--- src/adcps_pkg.sv ---
package adcps_pkg;

  // Widths of the millivolt and millibar quantities.
  localparam int unsigned MV_W   = 13;
  localparam int unsigned MBAR_W = 16;

  // Configuration port geometry.
  localparam int unsigned APB_AW = 4;
  localparam int unsigned APB_DW = 32;
  localparam int unsigned REG_IDX_W = 2;

  // Register indexes (byte address divided by four).
  localparam logic [REG_IDX_W-1:0] REG_FS_MV   = 2'd0;
  localparam logic [REG_IDX_W-1:0] REG_OFFSET  = 2'd1;
  localparam logic [REG_IDX_W-1:0] REG_FS_MBAR = 2'd2;

  // Reference voltage and the allowed full-scale voltage range.
  localparam logic [MV_W-1:0] REF_MV    = 13'd5000;
  localparam logic [MV_W-1:0] FS_MV_MIN = 13'd5;
  localparam logic [MV_W-1:0] FS_MV_MAX = 13'd5000;

  // Register reset values.
  localparam logic [MV_W-1:0]   FS_MV_RST   = 13'd5000;
  localparam logic [MV_W-1:0]   OFFSET_RST  = 13'd0;
  localparam logic [MBAR_W-1:0] FS_MBAR_RST = 16'd10000;

endpackage

--- src/adcps_div.sv ---
module adcps_div #(
  parameter int unsigned D_W = 13,
  parameter int unsigned Q_W = 16
) (
  input  logic               clk_i,
  input  logic               rst_ni,
  input  logic               valid_i,
  input  logic [D_W+Q_W-1:0] num_i,
  input  logic [D_W-1:0]     den_i,
  output logic               valid_o,
  output logic [Q_W-1:0]     quo_o
);

  // Restoring division, one quotient bit per stage. The numerator must be
  // below den_i * 2**Q_W, so its upper D_W bits form a partial remainder
  // that is already smaller than the divisor.

  logic [D_W-1:0] rem_in [Q_W];
  logic [Q_W-1:0] low_in [Q_W];
  logic [D_W-1:0] den_in [Q_W];
  logic           vld_in [Q_W];

  logic [D_W-1:0] rem_d [Q_W];
  logic [Q_W-1:0] low_d [Q_W];

  logic [D_W-1:0] rem_q [Q_W];
  logic [Q_W-1:0] low_q [Q_W];
  logic [D_W-1:0] den_q [Q_W];
  logic           vld_q [Q_W];

  for (genvar k = 0; k < Q_W; k++) begin : g_stage
    logic [D_W:0] trial;
    logic [D_W:0] diff;
    logic         ge;

    if (k == 0) begin : g_first
      assign rem_in[k] = num_i[D_W+Q_W-1:Q_W];
      assign low_in[k] = num_i[Q_W-1:0];
      assign den_in[k] = den_i;
      assign vld_in[k] = valid_i;
    end else begin : g_next
      assign rem_in[k] = rem_q[k-1];
      assign low_in[k] = low_q[k-1];
      assign den_in[k] = den_q[k-1];
      assign vld_in[k] = vld_q[k-1];
    end

    assign trial = {rem_in[k], low_in[k][Q_W-1]};
    assign diff  = trial - {1'b0, den_in[k]};
    assign ge    = (trial >= {1'b0, den_in[k]});

    // Quotient bits shift in at the bottom as numerator bits leave the top.
    assign rem_d[k] = ge ? diff[D_W-1:0] : trial[D_W-1:0];
    assign low_d[k] = {low_in[k][Q_W-2:0], ge};

    always_ff @(posedge clk_i or negedge rst_ni) begin
      if (!rst_ni) begin
        vld_q[k] <= 1'b0;
      end else begin
        vld_q[k] <= vld_in[k];
      end
    end

    always_ff @(posedge clk_i) begin
      rem_q[k] <= rem_d[k];
      low_q[k] <= low_d[k];
      den_q[k] <= den_in[k];
    end
  end

  assign valid_o = vld_q[Q_W-1];
  assign quo_o   = low_q[Q_W-1];

  a_in_range: assert property (@(posedge clk_i) disable iff (!rst_ni)
    valid_i |-> (num_i[D_W+Q_W-1:Q_W] < den_i))
    else $error("numerator too large for the quotient width");

  a_rem_last: assert property (@(posedge clk_i) disable iff (!rst_ni)
    vld_q[Q_W-1] |-> (rem_q[Q_W-1] < den_q[Q_W-1]))
    else $error("final remainder not below divisor");

  a_flow: assert property (@(posedge clk_i) disable iff (!rst_ni)
    vld_q[0] |-> ##(Q_W-1) vld_q[Q_W-1])
    else $error("valid bit lost in divider pipeline");

endmodule

--- src/adc_to_pressure_scaler_unit.sv ---
// ADC-to-pressure scaler. Each request carries one raw ADC sample and
// yields one pressure in millibar. The block accepts a request in every
// clock cycle (busy stays low) and presents each result on
// pressure_millibar_o for one cycle with done_o high. Each request passes
// through two pipelined restoring dividers that resolve one quotient bit per
// stage (13 and 16 stages) plus seven stages for the multiplies, clamps and
// the output register, whatever ADC_BITS is.
// Results cannot be held off, so they must be captured when done_o is high.
// Registers at byte 0x0 (full-scale mV), 0x4 (offset mV) and 0x8
// (full-scale mbar) should be written only while no request is in flight.
module adc_to_pressure_scaler_unit #(
  parameter int unsigned ADC_BITS = 10
) (
  input  logic                       clk_i,
  input  logic                       rst_ni,
  input  logic                       start,
  output logic                       busy,
  input  logic [ADC_BITS-1:0]        adc_sample_i,
  output logic                       done_o,
  output logic [adcps_pkg::MBAR_W-1:0] pressure_millibar_o,
  input  logic                       psel,
  input  logic                       penable,
  input  logic                       pwrite,
  input  logic [adcps_pkg::APB_AW-1:0] paddr,
  input  logic [adcps_pkg::APB_DW-1:0] pwdata,
  output logic [adcps_pkg::APB_DW-1:0] prdata,
  output logic                       pready
);

  import adcps_pkg::*;

  localparam int unsigned PROD_W = ADC_BITS + MV_W;
  localparam int unsigned LAT    = MV_W + MBAR_W + 7;
  localparam logic [ADC_BITS-1:0] ADC_MAX = {ADC_BITS{1'b1}};

  // Configuration registers.
  logic [MV_W-1:0]      fs_mv_q;
  logic [MV_W-1:0]      offset_q;
  logic [MBAR_W-1:0]    fs_mbar_q;
  logic [REG_IDX_W-1:0] reg_idx;
  logic                 cfg_wr;

  assign pready  = 1'b1;
  assign busy    = 1'b0;
  assign reg_idx = paddr[APB_AW-1:2];
  assign cfg_wr  = psel & penable & pwrite & pready;

  always_ff @(posedge clk_i or negedge rst_ni) begin
    if (!rst_ni) begin
      fs_mv_q   <= FS_MV_RST;
      offset_q  <= OFFSET_RST;
      fs_mbar_q <= FS_MBAR_RST;
    end else if (cfg_wr) begin
      unique case (reg_idx)
        REG_FS_MV:   fs_mv_q   <= pwdata[MV_W-1:0];
        REG_OFFSET:  offset_q  <= pwdata[MV_W-1:0];
        REG_FS_MBAR: fs_mbar_q <= pwdata[MBAR_W-1:0];
        default: ;
      endcase
    end
  end

  always_comb begin
    unique case (reg_idx)
      REG_FS_MV:   prdata = APB_DW'(fs_mv_q);
      REG_OFFSET:  prdata = APB_DW'(offset_q);
      REG_FS_MBAR: prdata = APB_DW'(fs_mbar_q);
      default:     prdata = '0;
    endcase
  end

  // Saturated full scale; users keep it stable while requests fly, unenforced.
  logic [MV_W-1:0] fs_mv;
  assign fs_mv = (fs_mv_q < FS_MV_MIN) ? FS_MV_MIN :
                 (fs_mv_q > FS_MV_MAX) ? FS_MV_MAX : fs_mv_q;

  // Stage 0: capture the sample and form ADC_MAX * full scale.
  logic                v0_q;
  logic [ADC_BITS-1:0] smp0_q;
  logic [PROD_W-1:0]   num0_q;

  always_ff @(posedge clk_i or negedge rst_ni) begin
    if (!rst_ni) begin
      v0_q <= 1'b0;
    end else begin
      v0_q <= start & ~busy;
    end
  end

  always_ff @(posedge clk_i) begin
    smp0_q <= adc_sample_i;
    num0_q <= PROD_W'(ADC_MAX) * PROD_W'(fs_mv);
  end

  // Full-scale count = ADC_MAX * full scale / reference voltage. Multiplying by
  // the rounded-up reciprocal of the reference and dropping RCP_SHIFT bits is
  // exact for every PROD_W-bit numerator, since the rounding error of the
  // reciprocal times the reference stays below 2**MV_W.
  localparam int unsigned     RCP_SHIFT = PROD_W + MV_W;
  localparam int unsigned     CPROD_W   = RCP_SHIFT + ADC_BITS;
  localparam longint unsigned RECIP     =
    ((64'd1 << RCP_SHIFT) + 64'(REF_MV) - 64'd1) / 64'(REF_MV);

  logic                vc_q;
  logic [ADC_BITS-1:0] fcnt_raw_q;
  logic [ADC_BITS-1:0] smpc_q;
  logic [CPROD_W-1:0]  cprod;

  assign cprod = CPROD_W'(num0_q) * CPROD_W'(RECIP);

  always_ff @(posedge clk_i or negedge rst_ni) begin
    if (!rst_ni) begin
      vc_q <= 1'b0;
    end else begin
      vc_q <= v0_q;
    end
  end

  always_ff @(posedge clk_i) begin
    fcnt_raw_q <= cprod[CPROD_W-1:RCP_SHIFT];
    smpc_q     <= smp0_q;
  end

  // Stage 1: force the count to at least one and clamp the sample to it.
  logic                v1_q;
  logic [ADC_BITS-1:0] fcnt1_q;
  logic [ADC_BITS-1:0] smp1_q;
  logic [ADC_BITS-1:0] fcnt;

  assign fcnt = (fcnt_raw_q == '0) ? ADC_BITS'(1) : fcnt_raw_q;

  always_ff @(posedge clk_i or negedge rst_ni) begin
    if (!rst_ni) begin
      v1_q <= 1'b0;
    end else begin
      v1_q <= vc_q;
    end
  end

  always_ff @(posedge clk_i) begin
    fcnt1_q <= fcnt;
    smp1_q  <= (smpc_q > fcnt) ? fcnt : smpc_q;
  end

  // Stage 2: full scale * clamped sample.
  logic                v2_q;
  logic [ADC_BITS-1:0] fcnt2_q;
  logic [PROD_W-1:0]   prod2_q;

  always_ff @(posedge clk_i or negedge rst_ni) begin
    if (!rst_ni) begin
      v2_q <= 1'b0;
    end else begin
      v2_q <= v1_q;
    end
  end

  always_ff @(posedge clk_i) begin
    fcnt2_q <= fcnt1_q;
    prod2_q <= PROD_W'(fs_mv) * PROD_W'(smp1_q);
  end

  // Sample in millivolts; never above full scale since the sample was clamped.
  logic            v3_div;
  logic [MV_W-1:0] mv_raw;

  adcps_div #(
    .D_W (ADC_BITS),
    .Q_W (MV_W)
  ) u_div_mv (
    .clk_i   (clk_i),
    .rst_ni  (rst_ni),
    .valid_i (v2_q),
    .num_i   (prod2_q),
    .den_i   (fcnt2_q),
    .valid_o (v3_div),
    .quo_o   (mv_raw)
  );

  // Stage 3: remove the sensor offset, floored at zero.
  logic            v3_q;
  logic [MV_W-1:0] mv3_q;

  always_ff @(posedge clk_i or negedge rst_ni) begin
    if (!rst_ni) begin
      v3_q <= 1'b0;
    end else begin
      v3_q <= v3_div;
    end
  end

  always_ff @(posedge clk_i) begin
    mv3_q <= (mv_raw > offset_q) ? (mv_raw - offset_q) : '0;
  end

  // Stage 4: full-scale millibar * millivolts.
  localparam int unsigned PROD4_W = MBAR_W + MV_W;

  logic               v4_q;
  logic [PROD4_W-1:0] prod4_q;

  always_ff @(posedge clk_i or negedge rst_ni) begin
    if (!rst_ni) begin
      v4_q <= 1'b0;
    end else begin
      v4_q <= v3_q;
    end
  end

  always_ff @(posedge clk_i) begin
    prod4_q <= PROD4_W'(fs_mbar_q) * PROD4_W'(mv3_q);
  end

  logic              v5_div;
  logic [MBAR_W-1:0] mbar_raw;

  adcps_div #(
    .D_W (MV_W),
    .Q_W (MBAR_W)
  ) u_div_mbar (
    .clk_i   (clk_i),
    .rst_ni  (rst_ni),
    .valid_i (v4_q),
    .num_i   (prod4_q),
    .den_i   (fs_mv),
    .valid_o (v5_div),
    .quo_o   (mbar_raw)
  );

  // Output register.
  logic              done_q;
  logic [MBAR_W-1:0] pressure_q;

  always_ff @(posedge clk_i or negedge rst_ni) begin
    if (!rst_ni) begin
      done_q <= 1'b0;
    end else begin
      done_q <= v5_div;
    end
  end

  always_ff @(posedge clk_i) begin
    pressure_q <= mbar_raw;
  end

  assign done_o              = done_q;
  assign pressure_millibar_o = pressure_q;

  a_result_follows: assert property (@(posedge clk_i) disable iff (!rst_ni)
    (start && !busy) |-> ##LAT done_o)
    else $error("request produced no result");

  a_no_spurious: assert property (@(posedge clk_i) disable iff (!rst_ni)
    !(start && !busy) |-> ##LAT !done_o)
    else $error("result without a request");

  a_mv_bound: assert property (@(posedge clk_i) disable iff (!rst_ni)
    v3_div |-> (mv_raw <= fs_mv))
    else $error("millivolt value above full scale");

  a_mbar_bound: assert property (@(posedge clk_i) disable iff (!rst_ni)
    done_o |-> (pressure_millibar_o <= fs_mbar_q))
    else $error("pressure above full-scale millibar");

endmodule

--- config.mk ---
export PLATFORM = sky130hd
export DESIGN_NAME = adc_to_pressure_scaler_unit
export DESIGN_NICKNAME = d
export VERILOG_FILES = /design/src/adcps_pkg.sv /design/src/adcps_div.sv /design/src/adc_to_pressure_scaler_unit.sv
export SDC_FILE = /design/constraint.sdc
export NUM_CORES = 2
export LEC_CHECK = 0
export ABC_AREA = 1
export BUFFER_PORTS_ARGS = -buffer_cell sky130_fd_sc_hd__buf_2
export CORE_MARGIN = 2
export CORE_UTILIZATION = 45
export CTS_BUF_LIST = sky130_fd_sc_hd__clkbuf_4
export CTS_CLUSTER_SIZE = 30
export DETAILED_ROUTE_END_ITERATION = 8
export PLACE_DENSITY = 0.58
export RECOVER_POWER = 25
export SYNTH_ARGS = -nofsm -noshare
export SYNTH_HDL_FRONTEND = slang
export SYNTH_SLANG_ARGS = --single-unit
--- constraint.sdc ---
create_clock -name clk_i -period 7.2 [get_ports clk_i]
set_input_delay 0.72 -clock clk_i [delete_from_list [all_inputs] [get_ports clk_i]]
set_output_delay 0.72 -clock clk_i [all_outputs]
set_load 0.005 [all_outputs]
Word level (Yosys, flattened, before mapping)
Memory sizes are Yosys's and may differ from the RTL's. A register that Yosys moved wholly into a read port is not among the register bits.
Cells that the tools add are included.
- bitwise gates (word level): 2
- equal/unequal tests: 2
- add/sub/neg operators: 30
- multipliers: 4
- reductions and logical operators: 5
- order comparisons: 33
- mux-type cells: 34
- operator list (kind ; number):
    $mux 13 ; 18
    $ge 14x13->1 ; 16
    $sub 13x13->13 ; 17
    $mux 10 ; 15
    $ge 11x10->1 ; 13
    $sub 10x10->10 ; 13
    $pmux 16 s3 ; 1
    $mul 23x21->43 const B ; 1
    $mul 16x13->29 ; 1
    $mul 10x13->23 const A ; 1
    $mul 13x10->23 ; 1
    $gt 13x13->1 ; 1
    $gt 13x13->1 const B ; 1
    $lt 13x3->1 const B ; 1
    $gt 10x10->1 ; 1
    $logic_not 10->1 ; 1
    $reduce_and 2->1 ; 3
    $and 1x1->1 ; 2
    $eq 2x1->1 const B ; 1
    $eq 2x2->1 const B ; 1
    $logic_not 2->1 ; 1
- bits in writable memories: 1101
- register bits: 226
- input port bits: 52
- memories kept: 6
- output and inout port bits: 51
- memories (name ; words ; bits a word ; read ports ; clocked after Yosys merged registers in ; write ports ; RTL line ; RTL):
    u_div_mbar.low_q ; 16 ; 16 ; 16 ; 1 ; 16 ; adcps_div.sv:27 ; logic [Q_W-1:0] low_q [Q_W];
    u_div_mbar.den_q ; 16 ; 13 ; 15 ; 0 ; 16 ; adcps_div.sv:28 ; logic [D_W-1:0] den_q [Q_W];
    u_div_mbar.rem_q ; 16 ; 13 ; 15 ; 0 ; 16 ; adcps_div.sv:26 ; logic [D_W-1:0] rem_q [Q_W];
    u_div_mv.low_q ; 13 ; 13 ; 13 ; 0 ; 13 ; adcps_div.sv:27 ;
    u_div_mv.den_q ; 13 ; 10 ; 12 ; 0 ; 13 ; adcps_div.sv:28 ;
    u_div_mv.rem_q ; 13 ; 10 ; 12 ; 0 ; 13 ; adcps_div.sv:26 ;

Depth between registers and ports, before layout
- depth in word-level cells: 5
- gate-level depth with buffers: 29

By module
From an unflattened synthesis, not the netlist that was laid out.
- cell total of the unflattened synthesis: 9770
- area, all modules: 78512.8 µm²
- by module, submodules not included (module ; area an instance (µm²) ; instances ; cells each):
    adc_to_pressure_scaler_unit ; 30626.9 ; 1 ; 3774
    adcps_div (u_div_mbar) ; 30466.7 ; 1 ; 3891
    adcps_div (u_div_mv) ; 17419.2 ; 1 ; 2105

Worst setup path after synthesis
OpenSTA, ideal clock, no wires.
- kind: register to register
- from: reg fs_mv_q[8]
- to: reg prod2_q[22]
- cell stages (with the launch flop): 24
- clock period less this slack: 5.284 ns
- path buffers: 0
- arrival time: 5.171 ns
- path slack: 1.916 ns
- library setup time: 0.113 ns
- path through: dfstp_2 > nand3_1 > o21ai_1 > nand2_4 > inv_4 > nor2_4 > inv_1 > nand2_1 > fa_1 > inv_1 > fa_1 > fa_1 > fa_1 > inv_1 > fa_1 > inv_1 > ha_1 > a21oi_1 > o21ai_0 > a21o_1 > nand2_1 > nand3_1 > nand2_1 > nand2_1
- cells in the longest elaborated chain, start to end: 4
- ends and longest elaborated chain (item ; RTL line ; RTL):
    from (decl) ; adc_to_pressure_scaler_unit.sv:37 ; logic [MV_W-1:0] fs_mv_q;
    from (signal assigned) ; adc_to_pressure_scaler_unit.sv:55 ; REG_FS_MV: fs_mv_q <= pwdata[MV_W-1:0];
    $gt 13x13->1 ; adc_to_pressure_scaler_unit.sv:75 ; (fs_mv_q > FS_MV_MAX) ? FS_MV_MAX : fs_mv_q;
    $mux 13 ; adc_to_pressure_scaler_unit.sv:75 ;
    $mux 13 (*) ; adc_to_pressure_scaler_unit.sv:74 ; assign fs_mv = (fs_mv_q < FS_MV_MIN) ? FS_MV_MIN :
    named net fs_mv[8] ; adc_to_pressure_scaler_unit.sv:73 ; logic [MV_W-1:0] fs_mv;
    $mul 13x10->23 (*) ; adc_to_pressure_scaler_unit.sv:160 ; prod2_q <= PROD_W'(fs_mv) * PROD_W'(smp1_q);
    to (signal assigned) ; adc_to_pressure_scaler_unit.sv:160 ;
    to (decl) ; adc_to_pressure_scaler_unit.sv:148 ; logic [PROD_W-1:0] prod2_q;
The timed path passes the listed nets; every way through them passes the cells marked *.
A chain may end at the register's enable or synchronous reset.

Worst setup path in the final report
Ends and elaborated chain as after synthesis.

==> flow_summary.json <==
{
  "port_buffers": 66,
  "synth_cells": 8512,
  "wl_um": 170000,
  "clock_path_buffers": 4,
  "dpl.hpwl_um": 138000,
  "slew_headroom_pct": 9.95,
  "outcome": "complete, no violations",
  "cts_tree": "done",
  "place_congestion": 0.903,
  "worstReg2RegStart": "fs_mv_q[8]",
  "start_kind": "register",
  "crit_type": "register to register",
  "ant_nets": 0,
  "cp_top_family": "adder cells",
  "cp.arrival_ns": 7.36,
  "min_path_type": "primary input to async pin",
  "firstDrtPassIters": 5,
  "yosys_warnings": 0,
  "fin_crit_ns": 6.17,
  "period_share_pct": 85.7,
  "setup_tns_ns": 0,
  "synthToLayoutAreaGrowth_pct": 9.30,
  "path_depth": 22,
  "path_max_fanout": 9,
  "dieArea_um2": 167000,
  "fp.dieW_um": 408,
  "synth_top_area_share_pct": 33.1,
  "max_freq_mhz": 162,
  "final_nets": 10200,
  "overflow": 0,
  "via_per_inst": 4.78,
  "async_flop_share_pct": 6.02,
  "synth_edf_count": 0,
  "setup_ws_ns": 1.03,
  "cts_sinks": 1296,
  "yosysSeqAreaShare_pct": 35.8,
  "clock_latency_ns": 1.34,
  "reg2reg_slack_ns": 1.03,
  "fp.coreArea_um2": 163000,
  "rsz0062_at_grt": "no",
  "ctsRootBufferMaster": "clkbuf_4",
  "r2r_end": "prod2_q[22]",
  "wl_per_cell_um": 15.1,
  "maxSlewViolCount": 0,
  "crit_path_cell_trace": "nand3_1, o21ai_1, nand2_4, nand2_1, nand2_1, inv_2, nor2_1, fa_1, fa_1, fa_1, fa_1, inv_1, fa_1, inv_1, ha_1, a21oi_1, o21ai_0, a21o_1, nand2_1, nand3_1, nand2_1, nand2_1",
  "endpoint": "prod2_q[22]",
  "synthesis.area_um2": 73600,
  "end_kind": "register",
  "fp.dieH_um": 408,
  "pre_cts_ws_ns": 1.03,
  "fin_cells": 11300,
  "synthFlopType": "dfxtp_1",
  "dr_total_vias": 53800,
  "drt_iter0_drc": 2795,
  "drive_gt1_share_pct": 9.81,
  "num_io_pins": 103,
  "clock_skew_ns": 0.157,
  "drc_errors": 0,
  "rr_worst_depth": 22,
  "antenna_found_initial": 4,
  "numCtsBuffers": 348,
  "crit_required_ns": 8.39,
  "synth-seq-cells": 1296,
  "std_cell_rows": 148,
  "synth_commonest_cells": "nand2_1, inv_1, dfxtp_1",
  "htree_levels": 5,
  "synth.avg_cell_area_um2": 8.65,
  "grt_usage_pct": 20.9,
  "ys_top_cells_by_area": "dfxtp_1, fa_1, ha_1",
  "worst_slew_pin_slew_ns": 1.35,
  "final-hold-violation-count": 0,
  "timing.max_cap.violations": 0,
  "yosysTopAreaCell": "dfxtp_1",
  "cp_slowest_stage_delay_ns": 0.60,
  "initial_core_util_pct": 45.3,
  "crit_start": "fs_mv_q[8]",
  "placedCellCount": 10600,
  "first_global_vias": 55800,
  "grt_max_degree": 79,
  "path_buf_inv": 3,
  "synth.most_common_cell": "nand2_1",
  "path_clk_slew_ns": 0.07,
  "cp_slowest_cell": "dfstp_2",
  "postCtsSetupBuffers": 0,
  "ys_types": 54,
  "setup_viol": 0,
  "grt_pass1_wl_um": 283000,
  "holdWs_ns": 0.152
}
[routing by layer]
layer | GRT usage, % | up-vias | wire [um]
li1 | - | 27300 | -
met4 | 7.35 | 0 | 4790
met3 | 3.73 | 297 | 7760
met1 | 26.8 | 25200 | 76400
met5 | 0 | - | 0
met2 | 35.4 | 1048 | 81000
[registers in the layout, summed over array words and instances (netlist names), 23 cells and up]
name,flops
u_div_mbar.low_q,256
u_div_mv.rem_q,120
u_div_mbar.den_q,195
prod2_q,23
prod4_q,29
u_div_mv.low_q,169
u_div_mv.den_q,120
u_div_mbar.rem_q,195
[repair_timing]
item	4_1_cts	5_1_grt
hold buffers	39	0
hold endpoints to repair	127	0
resized for setup	0	0
[area by class of cell]
cell class / instances / area, um2
inverter: 1694 / 6360
tap: 2175 / 2720
sequential: 1296 / 26300
clock buffer: 474 / 3560
antenna: 7 / 17.5
timing repair buffer: 117 / 813
fill: 15700 / 82200
multi-input combinational: 5396 / 40100
clock inverter: 102 / 546
[kinds of logic (layout without fill, tap and decap cells)]
kind of cell | count (synthesis) | in the layout | synth area share (%)
DFF | 1296 | 1296 | 35.8
xor gates and xnor gates | 273 | 273 | 3.25
and+or+nand+nor | 2942 | 2942 | 17.2
AOI/OAI and AO/OA | 905 | 905 | 7.22
adders and majority gates | 1258 | 1258 | 26.7
other | 2 | 25 | 0.0102
buffers and inverters | 1836 | 2387 | 9.83
[stage by stage]
step	utilization [%]	area, um2
2_1_floorplan	-	73600
3_3_place_gp	46.7	75900
3_5_place_dp	46.7	75900
4_1_cts	49.5	80400
5_1_grt	49.5	80400
6_report	49.5	80400
[cells in the final DEF (no fill, tap or decap), types with 209 or more instances in the layout]
master,instances
nand2_1,1688
inv_1,1657
dfxtp_1,1218
ha_1,740
nor2_1,590
fa_1,518
clkbuf_4,474
a21oi_1,361
nand3_1,283
o21ai_0,209
[how the worst min path moves through the flow]
stage / slack, ns / cells past startpoint / endpoint / from
after floorplan: 0.31 / 0 / fcnt2_q[0] / fcnt1_q[0]
after global placement: 0.31 / 0 / u_div_mv.low_q[0][1] / prod2_q[0]
after detailed placement: 0.31 / 0 / u_div_mbar.low_q[11][11] / u_div_mbar.low_q[10][10]
after CTS: 0.03 / 2 / fs_mv_q[11] / rst_ni
after global routing: 0.15 / 4 / fs_mbar_q[14] / pwdata[14]
final: 0.15 / 2 / u_div_mbar.vld_in[5] / rst_ni
Power is not shown: default switching activity piles up to over one toggle a cycle in this logic, so the estimate is an artifact.
